File: config.mk
export PLATFORM = sky130hd
export DESIGN_NAME = gpio_port_register_block
export DESIGN_NICKNAME = d
export VERILOG_FILES = /design/src/design/gpio_prb_pkg.sv /design/src/design/gpio_prb_core.sv /design/src/design/gpio_port_register_block.sv
export SDC_FILE = /design/constraint.sdc
export NUM_CORES = 1
export LEC_CHECK = 0
export BUFFER_PORTS_ARGS = -buffer_cell sky130_fd_sc_hd__buf_2
export CAP_MARGIN = 20
export CORE_MARGIN = 3
export CORE_UTILIZATION = 30
export CTS_CLUSTER_SIZE = 16
export DETAILED_ROUTE_END_ITERATION = 6
export REMOVE_ABC_BUFFERS = 1
export SLEW_MARGIN = 20
export SYNTH_ARGS = -nofsm -noshare
export SYNTH_HDL_FRONTEND = slang
export SYNTH_SLANG_ARGS = --single-unit
export TNS_END_PERCENT = 50
File: constraint.sdc
create_clock -name clk_i -period 5.2 [get_ports clk_i]
set_input_delay 0 -clock clk_i [delete_from_list [all_inputs] [get_ports clk_i]]
set_output_delay 0 -clock clk_i [all_outputs]
set_load 0.03 [all_outputs]
File: src/design/gpio_prb_pkg.sv
`default_nettype none
// ----------------------------------------------------------------------------
// GPIO port register block package
// Word offsets, pin codes and the request and result types that the core
// and the top level share.
// ----------------------------------------------------------------------------
package gpio_prb_pkg;

  localparam int MAX_PINS = 64;
  localparam int FSEL_WORDS = 6;
  localparam int PINS_PER_FSEL = 10;

  localparam logic [5:0] FSEL_LAST_WORD = 6'd5;
  localparam logic [5:0] SET0_WORD = 6'd7;
  localparam logic [5:0] SET1_WORD = 6'd8;
  localparam logic [5:0] CLR0_WORD = 6'd10;
  localparam logic [5:0] CLR1_WORD = 6'd11;
  localparam logic [5:0] LEV0_WORD = 6'd13;
  localparam logic [5:0] LEV1_WORD = 6'd14;
  localparam logic [5:0] PUD_WORD = 6'd37;
  localparam logic [5:0] PUDCLK0_WORD = 6'd38;
  localparam logic [5:0] PUDCLK1_WORD = 6'd39;

  localparam logic [2:0] FSEL_OUTPUT = 3'd1;
  localparam logic [1:0] PULL_DOWN = 2'd1;
  localparam logic [1:0] PULL_UP = 2'd2;

  typedef struct packed {
    logic        wr;
    logic [5:0]  offset;
    logic [31:0] wdata;
    logic [63:0] pads;
  } req_t;

  typedef struct packed {
    logic [31:0] rdata;
    logic [63:0] drive;
    logic [63:0] enable;
    logic [63:0] pull_up;
    logic [63:0] pull_down;
  } res_t;

endpackage
`default_nettype wire

File: src/design/gpio_prb_core.sv
`default_nettype none
// ----------------------------------------------------------------------------
// GPIO port register core
// Holds the per-pin state, decodes one access, and forms the read word and
// the pin masks that follow from the state after the access.
// ----------------------------------------------------------------------------
module gpio_prb_core #(
  parameter int NUM_PINS = 54
) (
  input  wire                      clk_i,
  input  wire                      rst_ni,
  input  wire                      accept_i,
  input  wire gpio_prb_pkg::req_t  req_i,
  output gpio_prb_pkg::res_t       res_o
);

  logic [2:0] fsel_q [NUM_PINS];
  logic [2:0] fsel_d [NUM_PINS];
  logic       latch_q [NUM_PINS];
  logic       latch_d [NUM_PINS];
  logic [1:0] pull_q [NUM_PINS];
  logic [1:0] pull_d [NUM_PINS];
  logic [1:0] pull_code_q;
  logic [1:0] pull_code_d;

  logic [31:0] fsel_word [gpio_prb_pkg::FSEL_WORDS];
  logic [63:0] pads_masked;
  logic [63:0] pin_mask;
  logic [31:0] rdata;
  logic        do_wr;

  assign do_wr = accept_i && req_i.wr;

  for (genvar w = 0; w < gpio_prb_pkg::FSEL_WORDS; w++) begin : g_fword
    for (genvar s = 0; s < gpio_prb_pkg::PINS_PER_FSEL; s++) begin : g_slot
      localparam int Pin = w * gpio_prb_pkg::PINS_PER_FSEL + s;
      if (Pin < NUM_PINS) begin : g_pin
        assign fsel_word[w][3*s +: 3] = fsel_q[Pin];
      end else begin : g_none
        assign fsel_word[w][3*s +: 3] = 3'd0;
      end
    end
    assign fsel_word[w][31:30] = 2'd0;
  end

  for (genvar b = 0; b < gpio_prb_pkg::MAX_PINS; b++) begin : g_mask
    assign pin_mask[b] = (b < NUM_PINS);
  end

  assign pads_masked = req_i.pads & pin_mask;

  for (genvar p = 0; p < NUM_PINS; p++) begin : g_pin
    localparam int Word = p / gpio_prb_pkg::PINS_PER_FSEL;
    localparam int Slot = p % gpio_prb_pkg::PINS_PER_FSEL;
    localparam int Bit = p % 32;
    localparam logic Hi = (p >= 32);

    always_comb begin
      fsel_d[p] = fsel_q[p];
      latch_d[p] = latch_q[p];
      pull_d[p] = pull_q[p];
      if (do_wr) begin
        if ((Word < gpio_prb_pkg::FSEL_WORDS) && (req_i.offset == 6'(Word))) begin
          fsel_d[p] = req_i.wdata[3*Slot +: 3];
        end
        if (req_i.wdata[Bit]) begin
          if (req_i.offset == (Hi ? gpio_prb_pkg::SET1_WORD : gpio_prb_pkg::SET0_WORD)) begin
            latch_d[p] = 1'b1;
          end
          if (req_i.offset == (Hi ? gpio_prb_pkg::CLR1_WORD : gpio_prb_pkg::CLR0_WORD)) begin
            latch_d[p] = 1'b0;
          end
          if (req_i.offset ==
              (Hi ? gpio_prb_pkg::PUDCLK1_WORD : gpio_prb_pkg::PUDCLK0_WORD)) begin
            pull_d[p] = pull_code_q;
          end
        end
      end
    end

    assign res_o.drive[p] = latch_d[p];
    assign res_o.enable[p] = (fsel_d[p] == gpio_prb_pkg::FSEL_OUTPUT);
    assign res_o.pull_up[p] = (pull_d[p] == gpio_prb_pkg::PULL_UP);
    assign res_o.pull_down[p] = (pull_d[p] == gpio_prb_pkg::PULL_DOWN);
  end

  for (genvar p = NUM_PINS; p < gpio_prb_pkg::MAX_PINS; p++) begin : g_absent
    assign res_o.drive[p] = 1'b0;
    assign res_o.enable[p] = 1'b0;
    assign res_o.pull_up[p] = 1'b0;
    assign res_o.pull_down[p] = 1'b0;
  end

  always_comb begin
    pull_code_d = pull_code_q;
    if (do_wr && (req_i.offset == gpio_prb_pkg::PUD_WORD)) begin
      pull_code_d = req_i.wdata[1:0];
    end
  end

  always_comb begin
    rdata = 32'd0;
    if (!req_i.wr) begin
      if (req_i.offset <= gpio_prb_pkg::FSEL_LAST_WORD) begin
        rdata = fsel_word[req_i.offset[2:0]];
      end else if (req_i.offset == gpio_prb_pkg::LEV0_WORD) begin
        rdata = pads_masked[31:0];
      end else if (req_i.offset == gpio_prb_pkg::LEV1_WORD) begin
        rdata = pads_masked[63:32];
      end else if (req_i.offset == gpio_prb_pkg::PUD_WORD) begin
        rdata = {30'd0, pull_code_q};
      end
    end
  end

  assign res_o.rdata = rdata;

  always_ff @(posedge clk_i or negedge rst_ni) begin
    if (!rst_ni) begin
      fsel_q <= '{default: '0};
      latch_q <= '{default: '0};
      pull_q <= '{default: '0};
      pull_code_q <= 2'd0;
    end else if (accept_i) begin
      fsel_q <= fsel_d;
      latch_q <= latch_d;
      pull_q <= pull_d;
      pull_code_q <= pull_code_d;
    end
  end

endmodule
`default_nettype wire

File: src/design/gpio_port_register_block.sv
`default_nettype none
// ----------------------------------------------------------------------------
// GPIO port register block
// One bus access per item; each item yields one result with the read word
// and the output, enable and pull masks of all pins.
// ----------------------------------------------------------------------------
// The block takes one item per cycle while not stalled and shows its result
// in the next cycle from a single result register; the decode and the state
// update sit between the input ports and that register. While the result
// register holds an item that the far side stalls, the input stalls too.
// Function-select words 0 to 5, set words 7 and 8, clear words 10 and 11,
// level words 13 and 14, pull control word 37 and pull-clock words 38 and 39
// are mapped; everything else reads as zero and ignores writes.
module gpio_port_register_block #(
  parameter int NUM_PINS = 54
) (
  input  wire         clk_i,
  input  wire         rst_ni,
  input  wire         in_valid_i,
  output logic        in_stall_o,
  input  wire         req_type_i,
  input  wire  [5:0]  word_offset_i,
  input  wire  [31:0] write_data_i,
  input  wire  [31:0] pads_in_low_i,
  input  wire  [21:0] pads_in_high_i,
  output logic        out_valid_o,
  input  wire         out_stall_i,
  output logic [31:0] read_data_o,
  output logic [31:0] drive_low_o,
  output logic [21:0] drive_high_o,
  output logic [31:0] enable_low_o,
  output logic [21:0] enable_high_o,
  output logic [31:0] pull_up_low_o,
  output logic [21:0] pull_up_high_o,
  output logic [31:0] pull_down_low_o,
  output logic [21:0] pull_down_high_o
);

  gpio_prb_pkg::req_t req;
  gpio_prb_pkg::res_t res;
  gpio_prb_pkg::res_t res_q;
  logic               valid_q;
  logic               in_accept;

  assign in_stall_o = valid_q && out_stall_i;
  assign in_accept = in_valid_i && !in_stall_o;

  assign req.wr = req_type_i;
  assign req.offset = word_offset_i;
  assign req.wdata = write_data_i;
  assign req.pads = {10'd0, pads_in_high_i, pads_in_low_i};

  gpio_prb_core #(
    .NUM_PINS (NUM_PINS)
  ) u_core (
    .clk_i    (clk_i),
    .rst_ni   (rst_ni),
    .accept_i (in_accept),
    .req_i    (req),
    .res_o    (res)
  );

  always_ff @(posedge clk_i or negedge rst_ni) begin
    if (!rst_ni) begin
      valid_q <= 1'b0;
    end else if (in_accept) begin
      valid_q <= 1'b1;
    end else if (!out_stall_i) begin
      valid_q <= 1'b0;
    end
  end

  always_ff @(posedge clk_i) begin
    if (in_accept) begin
      res_q <= res;
    end
  end

  assign out_valid_o = valid_q;
  assign read_data_o = res_q.rdata;
  assign drive_low_o = res_q.drive[31:0];
  assign drive_high_o = res_q.drive[53:32];
  assign enable_low_o = res_q.enable[31:0];
  assign enable_high_o = res_q.enable[53:32];
  assign pull_up_low_o = res_q.pull_up[31:0];
  assign pull_up_high_o = res_q.pull_up[53:32];
  assign pull_down_low_o = res_q.pull_down[31:0];
  assign pull_down_high_o = res_q.pull_down[53:32];

  a_stall_needs_result: assert property (@(posedge clk_i) disable iff (!rst_ni)
    in_stall_o |-> out_valid_o)
    else $error("input stalled without a pending result");

  a_accept_gives_result: assert property (@(posedge clk_i) disable iff (!rst_ni)
    in_accept |=> out_valid_o)
    else $error("accepted item produced no result");

  a_write_reads_zero: assert property (@(posedge clk_i) disable iff (!rst_ni)
    (in_accept && req_type_i) |=> (read_data_o == 32'd0))
    else $error("write item returned nonzero read data");

  a_pull_exclusive: assert property (@(posedge clk_i) disable iff (!rst_ni)
    out_valid_o |-> ((pull_up_low_o & pull_down_low_o) == 32'd0))
    else $error("pin shows pull-up and pull-down at once");

endmodule
`default_nettype wire
## After elaboration in Yosys (flattened, before gate mapping)

Cells that the tools add are included.

| operators by class | value |
|---|---|
| order comparisons | 2 |
| equal/unequal tests | 177 |
| mux-type cells | 495 |
| bitwise gates (word level) | 1 |
| reduce and logical (&&, ||, !) cells | 7 |

Operators with widths:

| cell | number |
|---|---|
| two-way mux 2 bit | 163 |
| two-way mux 3 bit | 108 |
| two-way mux 1 bit | 218 |
| equality test 3 x 1 -> 1 bit (second input constant) | 54 |
| two-way mux 32 bit | 5 |
| equality test 2 x 1 -> 1 bit (second input constant) | 54 |
| equality test 2 bit (second input constant) | 54 |
| binary-select mux 32 bit (select 3 bit) | 1 |
| equality test 6 x 4 -> 1 bit (second input constant) | 5 |
| equality test 6 x 3 -> 1 bit (second input constant) | 3 |
| equality test 6 bit (second input constant) | 3 |
| equality test 6 x 2 -> 1 bit (second input constant) | 2 |
| equality test 6 x 1 -> 1 bit (second input constant) | 1 |
| less-or-equal comparator 6 x 3 -> 1 bit (second input constant) | 1 |
| zero test 6 bit | 1 |
| >= comparator 4 bit (second input constant) | 1 |
| logical AND 1 bit | 4 |
| NOT 3 -> 4 bit | 1 |
| inequality test 2 x 1 -> 1 bit (second input constant) | 1 |
| AND reduction 2 bit | 1 |
| zero test 1 bit | 1 |

| storage, ports and cells | value |
|---|---|
| flip-flop bits (word level) | 575 |
| bits of input ports | 97 |
| word-level logic and storage cells | 851 |

## Depth between registers and ports, before layout

Gate-level depths: netlist (run 1).

| depth | value |
|---|---|
| word-level depth | 6 |
| depth in mapped cells | 7 |
| mapped depth without buffers | 4 |

## Cells and area by module

A second synthesis (run 1) with hierarchy kept.

| second synthesis, totals | value |
|---|---|
| cells, all modules | 2,101 |
| area, all modules | 25,356.8 um^2 |

By module, submodules not included:

| module | instances | cells each | area an instance (um^2) |
|---|---|---|---|
| gpio_prb_core | 1 | 1,848 | 17,855.9 |
| gpio_port_register_block | 1 | 253 | 7,500.9 |

## Worst setup path after synthesis (run 1)

OpenSTA, ideal clock, no wires.

| path | value |
|---|---|
| path kind | flip-flop to flip-flop |
| start | register valid_q, in the netlist out_valid_o |
| end | register u_core.pull_q[106] in the netlist's numbering |
| library setup time | 125 ps |
| arrival time | 5,041 ps |
| required time | 5,075 ps |
| slack | 34 ps |
| stages on the path, launching flop included | 7 |
| path buffers | 2 |
| period minus slack after synthesis | 5,166 ps |
| path through | dfrtp_1 > a21boi_0 > buf_2 > buf_2 > nand3_1 > nor2_1 > mux2_2 |

| between the ends | value |
|---|---|
| word-level cells in the longest chain between the ends | 5 |

RTL lines:

| what | RTL line | RTL |
|---|---|---|
| from (decl) | gpio_port_register_block.sv:42 | `logic valid_q;` |
| from (signal assigned) | gpio_port_register_block.sv:65 | `valid_q <= 1'b0;` |
| from (signal assigned) | gpio_port_register_block.sv:67 | `valid_q <= 1'b1;` |
| from (signal assigned) | gpio_port_register_block.sv:69 | `valid_q <= 1'b0;` |
| logical AND 1 bit * | gpio_port_register_block.sv:45 | `assign in_stall_o = valid_q && out_stall_i;` |
| zero test 1 bit * | gpio_port_register_block.sv:46 | `assign in_accept = in_valid_i && !in_stall_o;` |
| logical AND 1 bit * | gpio_port_register_block.sv:46 |  |
| named net in_accept | gpio_port_register_block.sv:43 | `logic in_accept;` |
| logical AND 1 bit | gpio_prb_core.sv:32 | `assign do_wr = accept_i && req_i.wr;` |
| two-way mux 2 bit | gpio_prb_core.sv:62 | `if (do_wr) begin` |
| to (signal assigned) | gpio_prb_core.sv:127 | `pull_q <= pull_d;` |
| to (decl) | gpio_prb_core.sv:21 | `logic [1:0] pull_q [NUM_PINS];` |

Mark *: on every way through the listed nets, which the timed path passes. The rest lies on a longest branch.
A chain may end at the register's enable or synchronous reset.

## Worst setup path after layout (run 1)

| path | value |
|---|---|
| start | register valid_q, in the netlist out_valid_o |
| end | register u_core.pull_q[15] in the netlist's numbering |

| between the ends | value |
|---|---|
| word-level cells in the longest chain between the ends | 5 |

RTL lines:

| what | RTL line |
|---|---|
| logical AND 1 bit * | gpio_port_register_block.sv:45 |
| zero test 1 bit * | gpio_port_register_block.sv:46 |
| logical AND 1 bit * | gpio_port_register_block.sv:46 |
| logical AND 1 bit | gpio_prb_core.sv:32 |
| two-way mux 2 bit | gpio_prb_core.sv:62 |

Every way passes the cells marked *; elsewhere a longest branch is shown, timed or not.

==> results of run 1 <==
-- routing by layer --
metal,global-route usage [%],wire [um],part of all wire [%],vias to the layer above
met5,0,0,0,-
met4,6.30,2270,2.9,0
met3,3.62,5310,6.8,114
met2,28.6,36700,47,606
met1,23.9,33900,43,8925
li1,-,-,-,7644
-- worst max-delay path: stages, from the launching register on --
cell	delay, ps
dfrtp_1	420
a21boi_4	440
buf_12	450
nand3_1	230
nor2_1	380
mux2_2	380
-- cells in the mapped netlist (6+ instances only) --
| cell | instances |
|---|---|
| and2_1 | 6 |
| nand2b_1 | 114 |
| nor2_1 | 116 |
| and3_1 | 16 |
| nand2_1 | 16 |
| buf_2 | 26 |
| a31oi_1 | 162 |
| mux2_2 | 272 |
| mux2_1 | 10 |
| nor3_1 | 21 |
| o22ai_1 | 12 |
| nand4_1 | 6 |
| a221o_1 | 6 |
| mux2i_1 | 114 |
| clkbuf_1 | 103 |
| dfrtp_1 | 327 |
| a221oi_1 | 32 |
| mux4_2 | 28 |
| nand3_1 | 76 |
| edfxtp_1 | 248 |
| o21ai_0 | 59 |
| buf_1 | 29 |
-- sequential cells by signal (all words and copies together), names as in the netlist --
name and cells:
pull_up_low_o 32, u_core.pull_q 108, drive_high_o 22, enable_high_o 22, pull_up_high_o 22, enable_low_o 32
read_data_o 32, u_core.pull_code_q 2, drive_low_o 32, u_core.latch_q 54, pull_down_low_o 32, u_core.fsel_q 162
pull_down_high_o 22, out_valid_o 1
-- power breakdown --
group | switching (mW) | leakage, nW | internal [mW]
clock | 1.93 | 1.08 | 2.80
sequential | 0.125 | 6.97 | 4.98
combinational | 0.660 | 4.94 | 0.318
total | 2.72 | 13.0 | 8.10
-- per-stage QoR --
| stage | area, um2 | hold slack [ps] | cells | power (mW) | worst slack [ps] |
|---|---|---|---|---|---|
| after floorplan | 24400 | -296 | 1670 | 5.78 | -24790 |
| after global placement | 27800 | -43.6 | 3111 | 6.11 | 2200 |
| after detailed placement | 27800 | -43.2 | 3111 | 6.13 | 2200 |
| after CTS | 30900 | 2.22 | 3322 | 11.0 | 2440 |
| after global routing | 30900 | 26.8 | 3324 | 11.2 | 2250 |
| final | 31000 | 35.1 | 3329 | 10.8 | 2440 |
-- how the worst min path moves through the flow --
stage | from | to | slack (ps) | cells past startpoint
floorplan | rst_ni | out_valid_o$_DFFE_PN0P_ | -300 | 0
global placement | rst_ni | u_core.pull_q[100]$_DFFE_PN0P_ | -40 | 1
detailed placement | rst_ni | u_core.pull_q[101]$_DFFE_PN0P_ | -40 | 1
CTS | pads_in_low_i[0] | read_data_o[0]$_SDFFCE_PP0P_ | 2 | 3
global route | pads_in_low_i[12] | read_data_o[12]$_SDFFCE_PP0P_ | 30 | 3
finish | rst_ni | u_core.pull_q[96]$_DFFE_PN0P_ | 40 | 3
-- timing repair --
action                                 4_1_cts  5_1_grt
buffers inserted                             0        0
resized for setup                            0        0
hold buffers                                86        0
endpoints found under the hold margin      508        0
-- layout make-up --
class | instances | area, um2 | share of cell area, %
diodes | 5 | 12.5 | 0.0404
clock buffers | 92 | 1870 | 6.06
clock inverters | 33 | 323 | 1.04
inverters | 2 | 7.51 | 0.0243
multi-input cells | 1093 | 8850 | 28.6
flip-flops and latches | 575 | 15600 | 50.5
well taps | 1070 | 1340 | 4.33
repair buffers | 459 | 2910 | 9.41
-- kinds of logic after synthesis --
group                  share of synthesized area, %
DFF                                            62.4
and+or+nand+nor                                8.16
AOI/OAI and AO/OA                              7.12
muxes                                          19.7
buffers and inverters                          2.59
==> out/summary.txt, run 1 <==
routability cong.: 0.771
RSZ-0062 raised after global routing: no
Port Buf Inserts: 346
Die H: 295 um
post-layout min period: 2760 ps
core area: 82,400 um2
EDFF count, synth: 248
commonest non-fill, non-tap cells in the layout: buf_2 (343), dfrtp_1 (325), mux2_2 (272)
FF-to-FF Start: out_valid_o$_DFFE_PN0P_
clock skew: 15.5 ps
Seq/Total Area, Yosys: 62.4%
R2R Setup Slk: 2440 ps
WL final: 78.3 mm
vias in the first global route: 18,100
All-Layer GR Usage: 17.8%
fmax: 362 MHz
Synth cell types: 42
Period Utilization, post-route: 53.1%
synthesized area: 25,100 um2
Crit Path Max Fanout: 140
post-route ant nets: 0
Worst-Margin Slew: 1120 ps
r2r worst-path depth: 5
clk buf depth: 3
Top Ports: 347
Crit Path Class: reg -> reg
largest net degree at the start of global routing: 156
row count: 105
clk sinks: 575
Worst Setup Start Kind: flop
fillers: 7,738
endpoints failing setup: 0
initial antenna violation count: 3
FFs w/ async S/R, synth: 56.9%
Avg Synthesized Cell Area: 13.7 um2
Main synth FF type: dfrtp_1
initial core utilization: 30.4%
Setup crit start: out_valid_o$_DFFE_PN0P_
worst reg2reg endpoint: u_core.pull_q[15]$_DFFE_PN0P_
WL per Instance: 23.5 um
YS warnings: 0
Iter 0 DRT Violations: 1,366
largest cells by area after synthesis: dfrtp_1 (33%), edfxtp_1 (30%), mux2_2 (12%)
total of max-cap violations: 0
H-tree depth: 3
Die Width: 295 um
leading area contributor after synthesis: dfrtp_1
Num CTS Buffers: 68
Peak VDD IR: 0.235 mV
CTS tree: built
Rel. slew slack: 24.9%
Core Util, Final: 37.6%
CTS root buffer: clkbuf_16
Setup crit end kind: flop
post-DR vias/cell: 5.19
Hold Fails Final Rpt: 0
P_leak: 13.0 nW
status: completed
PwrDens: 349 nW/um2
DP Wirelength: 50.0 mm
setup TNS: 0 ps
Worst-Skew Late Latency: 590 ps
DRC errors left: 0
share of layout cells above drive strength 1: 35.2%
Nets: 2,296
flops & latches, synth: 575
Synth Instances: 1,831
Worst Path Arrival: 3240 ps
die area: 87,000 um2
HP Class: in -> async
drt pass-1 iters: 7
CP Capture Point: u_core.pull_q[15]$_DFFE_PN0P_
first-pass GRT wire length: 115 mm
Slew Limit Fails: 0
total grt overflow: 0
Synth top area share: 32.7%
Worst EP required: 5680 ps
via count: 17,300
clk slew on worst S/H paths: 60 ps
leading cell type in the layout, fill and taps excluded: buf_2
P&R area growth vs syn: 23.5%
Note: power is estimated with default switching activity, not from simulation.
==> run 2: changes to the inputs <==
==> constraint.sdc (replaced) <==
create_clock -name clk_i -period 2.3 [get_ports clk_i]
set_input_delay 0 -clock clk_i [delete_from_list [all_inputs] [get_ports clk_i]]
set_output_delay 0 -clock clk_i [all_outputs]
set_load 0.03 [all_outputs]
==> run 2 against run 1 <==
  * Via count rose by 0.35%
  * Highest routed layer unchanged
  * Design area rose by 2.5%
  * Clock skew rose by 2.7 ps
  * Critical path type unchanged
  * Global-route usage fell by 0.14 points
  * Critical endpoint is now read_data_o[0]$_SDFFCE_PP0P_
  * First-iteration DRC count fell by 30%
==> out/summary.txt, run 2 (synthesized netlist as in run 1, its figures left out) <==
endpoints failing setup: 0 (unchanged)
leading cell type in the layout, fill and taps excluded: buf_2 (unchanged)
CTS tree: built (unchanged)
R2R Setup Slk: 120 ps (was 2440 ps)
core area: 82,400 um2 (unchanged)
first-pass GRT wire length: 115 mm (about the same)
clk slew on worst S/H paths: 60 ps (about the same)
total grt overflow: 0 (unchanged)
CTS root buffer: clkbuf_16 (unchanged)
Hold Fails Final Rpt: 0 (unchanged)
Worst Setup Start Kind: flop (unchanged)
post-route ant nets: 0 (unchanged)
busiest metal layer after global routing: met2 (unchanged)
HP Class: in -> reg (was in -> async)
total of max-cap violations: 0 (unchanged)
sw power: 6.16 mW (was 2.72 mW)
drt pass-1 iters: 5 (was 7)
met2 Usage GRT: 29.1% (was 28.6%)
Num CTS Buffers: 66 (was 68)
RSZ-0062 raised after global routing: no (unchanged)
Worst EP required: 2640 ps (was 5680 ps)
DRC errors left: 0 (unchanged)
Slew Limit Fails: 0 (unchanged)
clk buf depth: 3 (unchanged)
setup repair bufs after CTS: 0 (unchanged)
Setup crit end kind: flop (unchanged)
number of flip-flops in the largest register: 162 (unchanged)
post-DR vias/cell: 5.11 (was 5.19)
Rel. slew slack: 52.4% (was 24.9%)
fillers: 7,742 (was 7,738)
largest registers: u_core.fsel_q x162, u_core.pull_q x108, u_core.latch_q x54 (unchanged)
Top Ports: 347 (unchanged)
post-layout min period: 2180 ps (was 2760 ps)
P_leak: 13.4 nW (was 13.0 nW)
Crit Path Class: reg -> reg (unchanged)
Port Buf Inserts: 346 (unchanged)
largest net degree at the start of global routing: 70 (was 156)
Die Width: 295 um (unchanged)
hold path depth: 4
Clock power frac: 43.7% (about the same)
hold_buf cts: 85 (was 86)
routability cong.: 0.797 (was 0.771)
initial core utilization: 30.4% (unchanged)
Period Utilization, post-route: 94.9% (was 53.1%)
Design Power: 24.6 mW (was 10.8 mW)
Worst Path Arrival: 2520 ps (was 3240 ps)
commonest non-fill, non-tap cells in the layout: buf_2 (343), dfrtp_1 (325), mux2_2 (272) (unchanged)
P&R area growth vs syn: 26.7% (was 23.5%)
met1 GRT Util: 22.8% (was 23.9%)
met3 usage: 4.38% (was 3.62%)
setup TNS: 0 ps (unchanged)
vias in the first global route: 18,000 (was 18,100)
Post-Place Cells: 3,186 (was 3,111)
PwrDens: 775 nW/um2 (was 349 nW/um2)
status: completed (unchanged)
share of layout cells above drive strength 1: 37.7% (was 35.2%)
H-tree depth: 3 (unchanged)
Worst-Skew Late Latency: 600 ps (was 590 ps)
Post-CTS Resized: 0 (unchanged)
sw frac: 25.0% (was 25.1%)
Peak VDD IR: 0.510 mV (was 0.235 mV)
Worst-Margin Slew: 712 ps (was 1120 ps)
WL per Instance: 22.9 um (was 23.5 um)
final std cells w/o fill: 3,396 (was 3,329)
r2r worst-path depth: 5 (unchanged)
WL final: 77.8 mm (was 78.3 mm)
die area: 87,000 um2 (unchanged)
cell-internal power: 18.4 mW (was 8.10 mW)
Iter 0 DRT Violations: 960 (was 1,366)
Crit Path Max Fanout: 3 (was 140)
Die H: 295 um (unchanged)
clk sinks: 575 (unchanged)
initial antenna violation count: 5 (was 3)
Top reg by flops: u_core.fsel_q (unchanged)
part of the power in combinational logic: 9.5% (was 9.0%)
fmax: 458 MHz (was 362 MHz)
DP Wirelength: 52.5 mm (was 50.0 mm)
row count: 105 (unchanged)
sequential share of power: 46.8% (was 47.2%)
clock skew: 18.1 ps (was 15.5 ps)
via count: 17,400 (was 17,300)
All-Layer GR Usage: 17.6% (was 17.8%)
Nets: 2,366 (was 2,296)
-- run 2: changes by cell type in the layout (fill, tap and decap cells not counted), sizes merged --
cell      change
clkbuf        -4
clkinvlp      +3
inv           -1
diode         -2
buf          +72
clkinv        -1
-- run 2: routing by layer --
| metal | routed length, um | vias up |
|---|---|---|
| met1 | 33100 | 8879 |
| met3 | 5570 | 106 |
| li1 | - | 7790 |
| met5 | 0 | - |
| met4 | 1970 | 0 |
| met2 | 37100 | 575 |
-- run 2: per-stage QoR --
stage                     worst slack (ps)  util [%]  hold WS, ps  instance area [um2]
after floorplan                     -27690         -         -296                24400
after global placement                 252      34.8         24.8                28600
after detailed placement               216      34.8         29.8                28600
after CTS                              181      38.5         50.3                31700
after global routing                  6.08      38.5          113                31700
final                                  118      38.5         89.8                31700
-- run 2: power by group through the flow --
stage | Clock [mW] | Sequential [mW] | Combinational, mW
after floorplan | 0 | 12.3 | 0.720
after global placement | 0 | 11.7 | 2.21
after detailed placement | 0 | 11.7 | 2.26
after CTS | 11.1 | 11.5 | 2.38
after global routing | 11.5 | 11.6 | 2.53
final | 10.8 | 11.5 | 2.35
-- run 2: area by class of cell --
cell class	count	area [um2]	area share (%)
inverters	2	7.51	0.0237
clock buffers	88	1880	5.92
flip-flops and latches	575	15600	49.3
multi-input cells	1093	8850	27.9
clock inverters	34	373	1.17
diodes	3	7.51	0.0237
well taps	1070	1340	4.22
repair buffers	531	3650	11.5
-- run 2: path summary, 6_finish.rpt --
kind | startpoint | endpoint
max | u_core.fsel_q[9]$_DFFE_PN0P_ | read_data_o[0]$_SDFFCE_PP0P_
min | pads_in_high_i[13] | read_data_o[13]$_SDFFCE_PP0P_
max reg2reg | u_core.fsel_q[9]$_DFFE_PN0P_ | read_data_o[0]$_SDFFCE_PP0P_
min reg2reg | u_core.fsel_q[27]$_DFFE_PN0P_ | u_core.fsel_q[27]$_DFFE_PN0P_
max in group asynchronous | rst_ni | u_core.pull_q[89]$_DFFE_PN0P_
min in group asynchronous | rst_ni | u_core.latch_q[48]$_DFFE_PN0P_
-- run 2: worst max-delay path, cell delays in order, from the launching register on --
cell	delay, ps
dfrtp_1	400
mux4_2	460
nor2b_1	150
o21ai_0	210
o21ai_0	130
dlygate4sd3_1	570
